==> config.mk <==
export PLATFORM = sky130hd
export DESIGN_NAME = key_press_qualifier_unit
export DESIGN_NICKNAME = d
export VERILOG_FILES = /design/src/kpq_pkg.sv /design/src/kpq_decode.sv /design/src/kpq_csr.sv /design/src/kpq_core.sv /design/src/key_press_qualifier_unit.sv
export SDC_FILE = /design/constraint.sdc
export NUM_CORES = 1
export LEC_CHECK = 0
export BUFFER_PORTS_ARGS = -buffer_cell sky130_fd_sc_hd__buf_2
export CORE_MARGIN = 4
export CORE_UTILIZATION = 35
export DETAILED_ROUTE_END_ITERATION = 10
export PLACE_DENSITY = 0.48
export SLEW_MARGIN = 10
export SYNTH_ARGS = -nofsm -noshare
export SYNTH_HDL_FRONTEND = slang
export SYNTH_SLANG_ARGS = --single-unit
==> constraint.sdc <==
create_clock -name clock -period 8.6 [get_ports clock]
set_input_delay 1.29 -clock clock [delete_from_list [all_inputs] [get_ports clock]]
set_output_delay 1.29 -clock clock [all_outputs]
set_load 0.02 [all_outputs]
==> src/kpq_pkg.sv <==
// Shared types, constants and the key code table for the key press qualifier.
package kpq_pkg;

   localparam int KEY_COUNT_DEFAULT = 7;
   localparam int KEY_CODE_W        = 8;
   localparam int KEY_IDX_W         = 3;
   localparam int COUNT_W           = 8;
   localparam int MASK_W            = 7;
   localparam int CSR_INDEX_W       = 3;
   localparam int CSR_DATA_W        = 8;

   localparam logic [KEY_IDX_W-1:0] NO_KEY_INDEX = 3'd7;

   typedef enum logic [1:0] {
      MODE_SHORT  = 2'd0,
      MODE_REPEAT = 2'd1,
      MODE_LONG   = 2'd2,
      MODE_NONE   = 2'd3
   } qual_mode_type;

   typedef enum logic [CSR_INDEX_W-1:0] {
      CSR_QUAL_MODE    = 3'd0,
      CSR_DEBOUNCE     = 3'd1,
      CSR_REPEAT_DELAY = 3'd2,
      CSR_LONG_PRESS   = 3'd3,
      CSR_REPEAT_MASK  = 3'd4,
      CSR_LONG_MASK    = 3'd5
   } csr_index_type;

   localparam qual_mode_type      RST_QUAL_MODE    = MODE_LONG;
   localparam logic [COUNT_W-1:0] RST_DEBOUNCE     = 8'd4;
   localparam logic [COUNT_W-1:0] RST_REPEAT_DELAY = 8'd40;
   localparam logic [COUNT_W-1:0] RST_LONG_PRESS   = 8'd80;
   localparam logic [MASK_W-1:0]  RST_REPEAT_MASK  = 7'd15;
   localparam logic [MASK_W-1:0]  RST_LONG_MASK    = 7'd32;

   // Active-low codes of keys 0..6
   localparam logic [KEY_CODE_W-1:0] KEY_CODES [7] = '{
      8'hFE, 8'hFD, 8'hFB, 8'hF7, 8'hEF, 8'hDF, 8'hBF
   };

   typedef struct packed {
      qual_mode_type       qual_mode;
      logic [COUNT_W-1:0]  debounce_count;
      logic [COUNT_W-1:0]  repeat_delay_count;
      logic [COUNT_W-1:0]  long_press_count;
      logic [MASK_W-1:0]   repeat_key_mask;
      logic [MASK_W-1:0]   long_key_mask;
   } kpq_cfg_type;

   typedef struct packed {
      logic                 no_key;
      logic                 found;
      logic [KEY_IDX_W-1:0] key_idx;
   } kpq_scan_type;

   typedef struct packed {
      logic                 key_event;
      logic [KEY_IDX_W-1:0] event_key;
      logic                 long_mark;
      logic                 key_held;
   } kpq_result_type;

endpackage

==> src/kpq_decode.sv <==
// Key code matcher: raw active-low code to key index.
module kpq_decode #(
   parameter int KEY_COUNT = kpq_pkg::KEY_COUNT_DEFAULT
) (
   input  logic [kpq_pkg::KEY_CODE_W-1:0] raw_code,
   output logic                           found,
   output logic [kpq_pkg::KEY_IDX_W-1:0]  key_idx
);
   import kpq_pkg::*;

   always_comb begin
      found   = 1'b0;
      key_idx = NO_KEY_INDEX;
      for (int i = KEY_COUNT - 1; i >= 0; i--) begin
         if (raw_code == KEY_CODES[i]) begin
            found   = 1'b1;
            key_idx = KEY_IDX_W'(i);
         end
      end
   end

endmodule

==> src/kpq_csr.sv <==
// Configuration registers of the key press qualifier.
module kpq_csr (
   input  logic                            clock,
   input  logic                            reset,
   input  logic                            csr_write_en,
   input  logic [kpq_pkg::CSR_INDEX_W-1:0] csr_index,
   input  logic [kpq_pkg::CSR_DATA_W-1:0]  csr_wdata,
   output kpq_pkg::kpq_cfg_type            cfg
);
   import kpq_pkg::*;

   kpq_cfg_type cfg_ff, cfg_in;

   always_comb begin
      cfg_in = cfg_ff;
      if (csr_write_en) begin
         unique case (csr_index_type'(csr_index))
            CSR_QUAL_MODE:    cfg_in.qual_mode          = qual_mode_type'(csr_wdata[1:0]);
            CSR_DEBOUNCE:     cfg_in.debounce_count     = csr_wdata;
            CSR_REPEAT_DELAY: cfg_in.repeat_delay_count = csr_wdata;
            CSR_LONG_PRESS:   cfg_in.long_press_count   = csr_wdata;
            CSR_REPEAT_MASK:  cfg_in.repeat_key_mask    = csr_wdata[MASK_W-1:0];
            CSR_LONG_MASK:    cfg_in.long_key_mask      = csr_wdata[MASK_W-1:0];
            default:          cfg_in = cfg_ff;
         endcase
      end
   end

   always_ff @(posedge clock) begin
      if (reset) begin
         cfg_ff.qual_mode          <= RST_QUAL_MODE;
         cfg_ff.debounce_count     <= RST_DEBOUNCE;
         cfg_ff.repeat_delay_count <= RST_REPEAT_DELAY;
         cfg_ff.long_press_count   <= RST_LONG_PRESS;
         cfg_ff.repeat_key_mask    <= RST_REPEAT_MASK;
         cfg_ff.long_key_mask      <= RST_LONG_MASK;
      end else begin
         cfg_ff <= cfg_in;
      end
   end

   assign cfg = cfg_ff;

endmodule

==> src/kpq_core.sv <==
// Hold counter, event rules and reported key state, one scan transaction per step.
module kpq_core (
   input  logic                    clock,
   input  logic                    reset,
   input  logic                    step,
   input  kpq_pkg::kpq_scan_type   scan,
   input  kpq_pkg::kpq_cfg_type    cfg,
   output kpq_pkg::kpq_result_type result
);
   import kpq_pkg::*;

   logic [KEY_IDX_W-1:0] tracked_key_ff, tracked_key_in;
   logic [COUNT_W-1:0]   hold_count_ff, hold_count_in;
   logic [COUNT_W-1:0]   threshold_ff, threshold_in;
   logic                 long_armed_ff, long_armed_in;
   logic                 repeat_started_ff, repeat_started_in;
   logic [KEY_IDX_W-1:0] reported_key_ff, reported_key_in;
   logic                 reported_long_ff, reported_long_in;
   logic                 event_flag;
   logic                 held;
   logic [COUNT_W-1:0]   count_next;
   logic [MASK_W:0]      repeat_mask_ext;
   logic [MASK_W:0]      long_mask_ext;

   assign repeat_mask_ext = {1'b0, cfg.repeat_key_mask};
   assign long_mask_ext   = {1'b0, cfg.long_key_mask};
   assign count_next = (scan.key_idx != tracked_key_ff) ? '0 : hold_count_ff + 1'b1;

   always_comb begin
      tracked_key_in    = tracked_key_ff;
      hold_count_in     = hold_count_ff;
      threshold_in      = threshold_ff;
      long_armed_in     = long_armed_ff;
      repeat_started_in = repeat_started_ff;
      reported_key_in   = reported_key_ff;
      reported_long_in  = reported_long_ff;
      event_flag        = 1'b0;
      held              = 1'b0;
      if (!scan.no_key && scan.found) begin
         held           = 1'b1;
         tracked_key_in = scan.key_idx;
         hold_count_in  = count_next;
         if (count_next >= threshold_ff) begin
            case (cfg.qual_mode)
               MODE_SHORT: begin
                  if (!repeat_started_ff) begin
                     repeat_started_in = 1'b1;
                     long_armed_in     = 1'b0;
                     reported_key_in   = scan.key_idx;
                     reported_long_in  = 1'b0;
                     event_flag        = 1'b1;
                  end
               end
               MODE_REPEAT: begin
                  reported_key_in  = scan.key_idx;
                  reported_long_in = 1'b0;
                  threshold_in     = cfg.repeat_delay_count;
                  hold_count_in    = '0;
                  // Keys outside the repeat mask stay quiet after the first event
                  if (!(repeat_started_ff && !repeat_mask_ext[scan.key_idx])) begin
                     if (repeat_started_ff) threshold_in = cfg.debounce_count;
                     event_flag        = 1'b1;
                     repeat_started_in = 1'b1;
                  end
               end
               MODE_LONG: begin
                  long_armed_in   = 1'b1;
                  reported_key_in = scan.key_idx;
                  if (long_mask_ext[scan.key_idx] && count_next > cfg.long_press_count) begin
                     repeat_started_in = 1'b1;
                     reported_long_in  = 1'b1;
                     event_flag        = 1'b1;
                  end else begin
                     reported_long_in = 1'b0;
                  end
               end
               default: ;
            endcase
         end
      end else begin
         // Release reports the armed key; an unknown code just drops the press
         if (scan.no_key && long_armed_ff) event_flag = 1'b1;
         long_armed_in     = 1'b0;
         repeat_started_in = 1'b0;
         threshold_in      = cfg.debounce_count;
         hold_count_in     = '0;
      end
   end

   always_ff @(posedge clock) begin
      if (reset) begin
         tracked_key_ff    <= NO_KEY_INDEX;
         hold_count_ff     <= '0;
         threshold_ff      <= RST_DEBOUNCE;
         long_armed_ff     <= 1'b0;
         repeat_started_ff <= 1'b0;
         reported_key_ff   <= NO_KEY_INDEX;
         reported_long_ff  <= 1'b0;
      end else if (step) begin
         tracked_key_ff    <= tracked_key_in;
         hold_count_ff     <= hold_count_in;
         threshold_ff      <= threshold_in;
         long_armed_ff     <= long_armed_in;
         repeat_started_ff <= repeat_started_in;
         reported_key_ff   <= reported_key_in;
         reported_long_ff  <= reported_long_in;
      end
   end

   assign result.key_event = event_flag;
   assign result.event_key = reported_key_in;
   assign result.long_mark = reported_long_in;
   assign result.key_held  = held;

   a_unknown_clears: assert property (@(posedge clock) disable iff (reset)
      step && !scan.no_key && !scan.found |=>
         hold_count_ff == '0 && !long_armed_ff && !repeat_started_ff)
      else $error("unknown code did not clear the press state");

   a_release_needs_arm: assert property (@(posedge clock) disable iff (reset)
      step && scan.no_key && event_flag |-> long_armed_ff)
      else $error("release event without an armed long press");

   // A release may still report a press armed before the mode changed
   a_short_once: assert property (@(posedge clock) disable iff (reset)
      step && !scan.no_key && event_flag && cfg.qual_mode == MODE_SHORT
         |-> !repeat_started_ff)
      else $error("short mode raised a second event for one press");

   a_long_mark_mode: assert property (@(posedge clock) disable iff (reset)
      step && event_flag && result.long_mark && !scan.no_key |-> cfg.qual_mode == MODE_LONG)
      else $error("long mark set on a fresh event outside long mode");

endmodule

==> src/key_press_qualifier_unit.sv <==
// Top level of the key press qualifier: input register, qualifier core, result register.
// Each scan transaction gives exactly one result. The block takes one transaction per
// clock while the input side is not stalled, and holds each one first in the input
// register (where the key code is already matched to an index) and then in the result
// register, which is loaded in the same cycle that the hold counter and key state update.
// A waiting result stalls the input side only while the result register is still full
// and not being taken. Configuration writes take effect on the next clock and are meant
// to be made while no transaction is in flight. Reset needs no clearing pass.
module key_press_qualifier_unit #(
   parameter int KEY_COUNT = kpq_pkg::KEY_COUNT_DEFAULT
) (
   input  logic                            clock,
   input  logic                            reset,
   input  logic                            req_valid,
   output logic                            req_ready,
   input  logic                            req_no_key,
   input  logic [kpq_pkg::KEY_CODE_W-1:0]  req_raw_code,
   output logic                            rsp_valid,
   input  logic                            rsp_ready,
   output logic                            rsp_key_event,
   output logic [kpq_pkg::KEY_IDX_W-1:0]   rsp_event_key,
   output logic                            rsp_long_mark,
   output logic                            rsp_key_held,
   input  logic                            csr_write_en,
   input  logic [kpq_pkg::CSR_INDEX_W-1:0] csr_index,
   input  logic [kpq_pkg::CSR_DATA_W-1:0]  csr_wdata
);
   import kpq_pkg::*;

   kpq_cfg_type    cfg;
   kpq_scan_type   scan_in, scan_ff;
   kpq_result_type result, result_ff;
   logic           scan_valid_ff, scan_valid_in;
   logic           rsp_valid_ff, rsp_valid_in;
   logic           advance;
   logic           found;
   logic [KEY_IDX_W-1:0] key_idx;

   kpq_csr u_csr (
      .clock        (clock),
      .reset        (reset),
      .csr_write_en (csr_write_en),
      .csr_index    (csr_index),
      .csr_wdata    (csr_wdata),
      .cfg          (cfg)
   );

   kpq_decode #(.KEY_COUNT(KEY_COUNT)) u_decode (
      .raw_code (req_raw_code),
      .found    (found),
      .key_idx  (key_idx)
   );

   assign scan_in = '{no_key: req_no_key, found: found, key_idx: key_idx};

   // Move the held transaction into the result register when that slot is free or being emptied
   assign advance   = scan_valid_ff && (!rsp_valid_ff || rsp_ready);
   assign req_ready = !scan_valid_ff || advance;

   assign scan_valid_in = (req_valid && req_ready) || (scan_valid_ff && !advance);
   assign rsp_valid_in  = advance || (rsp_valid_ff && !rsp_ready);

   kpq_core u_core (
      .clock  (clock),
      .reset  (reset),
      .step   (advance),
      .scan   (scan_ff),
      .cfg    (cfg),
      .result (result)
   );

   always_ff @(posedge clock) begin
      if (reset) begin
         scan_valid_ff <= 1'b0;
         rsp_valid_ff  <= 1'b0;
      end else begin
         scan_valid_ff <= scan_valid_in;
         rsp_valid_ff  <= rsp_valid_in;
      end
   end

   always_ff @(posedge clock) begin
      if (req_valid && req_ready) scan_ff <= scan_in;
      if (advance) result_ff <= result;
   end

   assign rsp_valid     = rsp_valid_ff;
   assign rsp_key_event = result_ff.key_event;
   assign rsp_event_key = result_ff.event_key;
   assign rsp_long_mark = result_ff.long_mark;
   assign rsp_key_held  = result_ff.key_held;

endmodule

== Word-level counts from Yosys, hierarchy flattened ==
Cells that the tools add are included.

* Input port bits: 25
* Word-level logic and storage cells: 129
* Bits in registers: 78

* Magnitude comparators: 3
* Mux-type cells: 45
* Eq/ne operators: 22
* Reductions and logical operators: 34
* Add/sub/neg operators: 1

{| class="wikitable"
|+ Operator list
! operator !! count
|-
| 8-bit 2-to-1 mux || 9
|-
| 8-bit equality test, second input constant || 7
|-
| 1-bit 2-to-1 mux || 22
|-
| 2-bit AND reduction || 7
|-
| 3-bit inequality test, second input constant || 4
|-
| 3-bit 2-to-1 mux || 3
|-
| 1-bit case mux with 3 select lines || 3
|-
| 8-bit by 1-bit adder with 8-bit output, second input constant || 1
|-
| 8-bit >= comparator || 1
|-
| 8-bit > comparator || 1
|-
| 1-bit logical AND || 8
|-
| 2-bit 2-to-1 mux || 4
|-
| 1-bit binary-select mux with 3-bit select || 2
|-
| 3-bit by 2-bit equality test with 1-bit output, second input constant || 2
|-
| 3-bit equality test, second input constant || 2
|-
| 1-bit logical NOT || 6
|-
| 3-bit case mux with 2 select lines || 1
|-
| 6-bit OR reduction || 1
|-
| 5-bit AND reduction || 1
|-
| 1-bit logical OR || 4
|-
| 3-bit by 4-bit less-than comparator with 1-bit output, second input constant || 1
|-
| 2-bit inequality test, second input constant || 2
|-
| 4-bit inequality test, second input constant || 1
|-
| 4-bit AND reduction || 1
|-
| 10 further kinds || 11
|}

== Logic depth before layout (Yosys ltp) ==
* Word-level depth: 8
* Depth in mapped cells: 14
* Mapped depth without buffers: 12

== Cells and area by module ==
From an unflattened synthesis, not the netlist that was laid out.

* Cell total of the unflattened synthesis: 437
* Area, all modules: 4,329.2 µm²

{| class="wikitable"
|+ By module, submodules not included
! module !! area an instance (µm²) !! sequential area each (µm²) !! instances !! cells an instance
|-
| kpq_core || 2,024.4 || 500.5 || 1 || 230
|-
| kpq_csr || 1,641.6 || 800.8 || 1 || 154
|-
| key_press_qualifier_unit || 434.2 || 370.4 || 1 || 21
|-
| kpq_decode || 229.0 || 0.0 || 1 || 32
|}

== Least setup slack after synthesis ==
OpenSTA, ideal clock, no wires.

* Path type: register to register
* Start: register scan_ff[1] (netlist bit)
* End: register u_core.reported_key_ff[0]
* Stages on the path, launching flop included: 13
* Buffers on the path: 2
* Setup time: 122 ps
* Arrival time: 2,832 ps
* Period minus slack after synthesis: 2,953 ps
* Setup slack: 5,647 ps
* Cell sequence: edfxtp_1 buf_6 xnor2_1 nand3_1 nor2_1 ha_1 a21o_1 a211oi_1 o221ai_4 and3_1 buf_6 and3_4 a221o_1

* Word-level cells in the longest chain between the ends: 5

{| class="wikitable"
|+ RTL lines
! what !! RTL line !! text
|-
| start, declared || key_press_qualifier_unit.sv:31 || <nowiki>kpq_scan_type scan_in, scan_ff;</nowiki>
|-
| start signal, assigned || key_press_qualifier_unit.sv:83 || <nowiki>if (req_valid && req_ready) scan_ff <= scan_in;</nowiki>
|-
| 3-bit inequality test || kpq_core.sv:27 || <nowiki>assign count_next = (scan.key_idx != tracked_key_ff) ? '0 : hold_count_ff + 1'b1;</nowiki>
|-
| 8-bit 2-to-1 mux || kpq_core.sv:27 ||
|-
| 8-bit >= comparator || kpq_core.sv:43 || <nowiki>if (count_next >= threshold_ff) begin</nowiki>
|-
| 3-bit 2-to-1 mux || kpq_core.sv:43 ||
|-
| 3-bit 2-to-1 mux || kpq_core.sv:39 || <nowiki>if (!scan.no_key && scan.found) begin</nowiki>
|-
| end signal, assigned || kpq_core.sv:105 || <nowiki>reported_key_ff <= reported_key_in;</nowiki>
|-
| end, declared || kpq_core.sv:17 || <nowiki>logic [KEY_IDX_W-1:0] reported_key_ff, reported_key_in;</nowiki>
|}

No other way between the ends.
A chain may end at the register's enable or synchronous reset.

==> results.txt <==
Initial Util: 0.363
CTS tree: yes
hold buffers post-CTS: 0
number of synthesis warnings: 0
post-synth net total: 486
gpl congestion: 0.808
GRT Max-Usage Layer: met1
Yosys top cell area share: 0.335
Die X: 115 um
# setup viols final: 0
Psw: 0.000198 W
setup TNS: 0 ns
Synth cell types: 58
number of flops mapped to enable cells by yosys: 11
register area share after synthesis: 0.418
required time of the critical path: 8.68 ns
Ant. Diodes: 0
Chip Height: 115 um
first-pass GRT wire length: 16100 um
GRT met3 Usage: 0.0347
Vias per Instance: 5.15
Data arrival, critical path: 3.62 ns
# port buffers: 32
CP max stage cell: edfxtp_1
top-level I/O count: 33
share of cells above drive strength 1: 0.131
Syn Inst Count: 444
worst-path fanout max: 9
Longest Clk Path Bufs: 2
Largest stage delay, worst path: 0.56 ns
Leak: 1.73 nW
CTS sink cnt: 78
Critical Path Sink Type: register
Num CTS Buffers: 9
Clock transition at path regs: 0.06 ns
Area growth, synth to finish: 13.1%
Primary FF master, synth: dfxtp_1
Worst-Margin Slew: 0.999 ns
Hold Violations, Final: 0
CTS HTree Levels: 3
Rel. slew slack: 0.334
critical path launch point type: register
Site Rows: 38
status: finished clean
DRC viols: 0
syn avg cell area: 9.01 sq um
vias in the first global route: 3036
maximum VDD drop: 0.0984 mV
most frequent cell after synthesis: nand2_1
Routed WL per cell: 15.9 um
vias: 3160
dpl hpwl: 7070 um
largest net degree at the start of global routing: 52
top cells by count, synth: nand2_1, dfxtp_1, nor2_1
Detailed Route Iter0 Violations: 173
DR pass1 iterations: 4
root buffer selected by CTS: clkbuf_16
post-cts sizing count: 0
kind of critical path: register to register
Synth Cell Area: 0.00400 sq mm
RSZ-0062 raised after global routing: false
Final Net Count: 511
GRT Overall Usage: 0.155
global route overflow: 0
Critical Path, Cell by Cell: xnor2_1, and3_1, nand2b_1, ha_1, nand2b_1, a21oi_1, maj3_2, o221ai_4, and3_1, nand2_1, a32o_1
met1 usage: 0.232
Hold WC Path Type: register to register
Final Max Slew Viols: 0
grt met2 use: 0.223
logic gate share of total power: 0.082
Seq pwr share: 0.466
die area: 0.0132 sq mm
share of flip-flops with an asynchronous set or reset: 0
Tcrit/Tclk final: 0.412
Area contributors post-synth: dfxtp_1, edfxtp_1, nand2_1, ha_1, mux2i_1
final wirelength: 9740 um
Final Hold Slack: 0.455 ns
Core Area: 0.0110 sq mm
# Max-Cap Violations: 0
worst skew pair latency: 0.33 ns
postcts setup bufs: 0
Yosys reg bits: 78
Reg2Reg Setup Slack: 5.06 ns
clock share of power: 0.452
Int Power: 0.000626 W
initial antenna violation count: 0
Final ANT Viol Nets: 0
f_max: 282 MHz
PwrDens: 182 mW/mm^2
fin crit period: 3.54 ns
Sw Ratio: 0.240
largest area contributor in the netlist: dfxtp_1
Worst Skew: 0.00912 ns
==> routing by layer <==
metal | wire (um) | vias up
li1 | - | 1622
met1 | 5210 | 1485
met2 | 4130 | 44
met3 | 289 | 9
met4 | 108 | 0
met5 | 0 | -
==> critical path, delay by kind of cell (launching register included) <==
family	cells	cell delay, ns
AND/OR/NAND/NOR	5	1.23
XOR/XNOR	1	0.32
adder cells (fa/ha/maj)	2	0.61
AO/OA/AOI/OAI	3	0.57
flip-flops	1	0.56
==> metrics by stage <==
stage	setup slack (ns)	instances	utilization	total power, W	area [sq um]
6_report	5.06	614	0.410	0.000824	4520
5_1_grt	4.73	614	0.410	0.000860	4520
4_1_cts	5.07	614	0.410	0.000836	4520
3_5_place_dp	5.08	598	0.384	0.000460	4230
3_3_place_gp	5.10	598	0.384	0.000459	4230
2_1_floorplan	5.65	444	-	0.000438	4000
==> flip-flops by register name, indices dropped and copies added, names as in the netlist <==
signal                    count
rsp_key_event                 1
u_core.threshold_ff           8
u_core.hold_count_ff          8
rsp_long_mark                 1
u_core.repeat_started_ff      1
rsp_key_held                  1
scan_valid_ff                 1
scan_ff                       5
rsp_valid                     1
rsp_event_key                 3
u_core.long_armed_ff          1
u_core.reported_key_ff        3
u_core.reported_long_ff       1
u_core.tracked_key_ff         3
u_csr.cfg                    40
==> final timing paths <==
kind / from / to / cells after the start
setup / recovery: scan_ff[1]$_SDFFCE_PP0P_ / rsp_event_key[1]$_DFFE_PP_ / 11
hold reg to reg: u_csr.cfg[31]$_SDFFE_PP0P_ / u_csr.cfg[31]$_SDFFE_PP0P_ / 2
hold / removal: u_csr.cfg[31]$_SDFFE_PP0P_ / u_csr.cfg[31]$_SDFFE_PP0P_ / 2
setup reg to reg: scan_ff[1]$_SDFFCE_PP0P_ / rsp_event_key[1]$_DFFE_PP_ / 11
==> kinds of logic (layout without fill, tap and decap cells) <==
kind of cell    count (synthesis)  count (layout)  synth area share
simple gates                  177             177             0.205
compound gates                 91              91             0.172
flops                          78              78             0.418
buf+inv                        41              71            0.0491
mux                            24              24            0.0673
fa+ha+maj                      19              19            0.0585
xor+xnor                       14              14            0.0307
==> final cells by class <==
| cell class | count | area, sq um |
|---|---|---|
| fillers | 1150 | 6510 |
| multi-input cells | 325 | 2130 |
| flip-flops and latches | 78 | 1670 |
| clock buffers | 10 | 229 |
| repair buffers | 34 | 175 |
| well taps | 140 | 175 |
| inverters | 21 | 78.8 |
| clock inverters | 6 | 62.6 |
==> cells in the final DEF, fill, tap and decap left out, types with 3 or more instances in the layout <==
cell / netlist / final
nand4_1: 3 / 3
nor2_1: 30 / 30
nand2b_1: 5 / 5
o2bb2ai_1: 3 / 3
and2_1: 4 / 4
nor3_1: 3 / 3
xnor2_1: 6 / 6
or3_1: 3 / 3
dfxtp_1: 67 / 67
edfxtp_1: 11 / 11
nand2_1: 81 / 81
nand3_1: 21 / 21
a21o_1: 5 / 5
xor2_1: 8 / 8
a32o_1: 3 / 3
buf_2: 1 / 32
a221o_1: 3 / 3
nor2b_1: 14 / 14
a22o_1: 5 / 5
mux2i_1: 19 / 19
ha_1: 17 / 17
mux2_2: 3 / 3
a211oi_1: 13 / 13
o211ai_1: 4 / 4
clkbuf_16: 0 / 9
inv_1: 21 / 21
and3_1: 6 / 6
o21ai_0: 9 / 9
a21oi_1: 25 / 25
==> power by group through the flow <==
stage	clock network, W	registers (W)	logic (W)
2_1_floorplan	0	0.000391	0.0000472
3_3_place_gp	0	0.000392	0.0000676
3_5_place_dp	0	0.000392	0.0000683
4_1_cts	0.000383	0.000384	0.0000686
5_1_grt	0.000399	0.000385	0.0000766
6_report	0.000373	0.000384	0.0000678
Power figures use the tool's default switching activity.
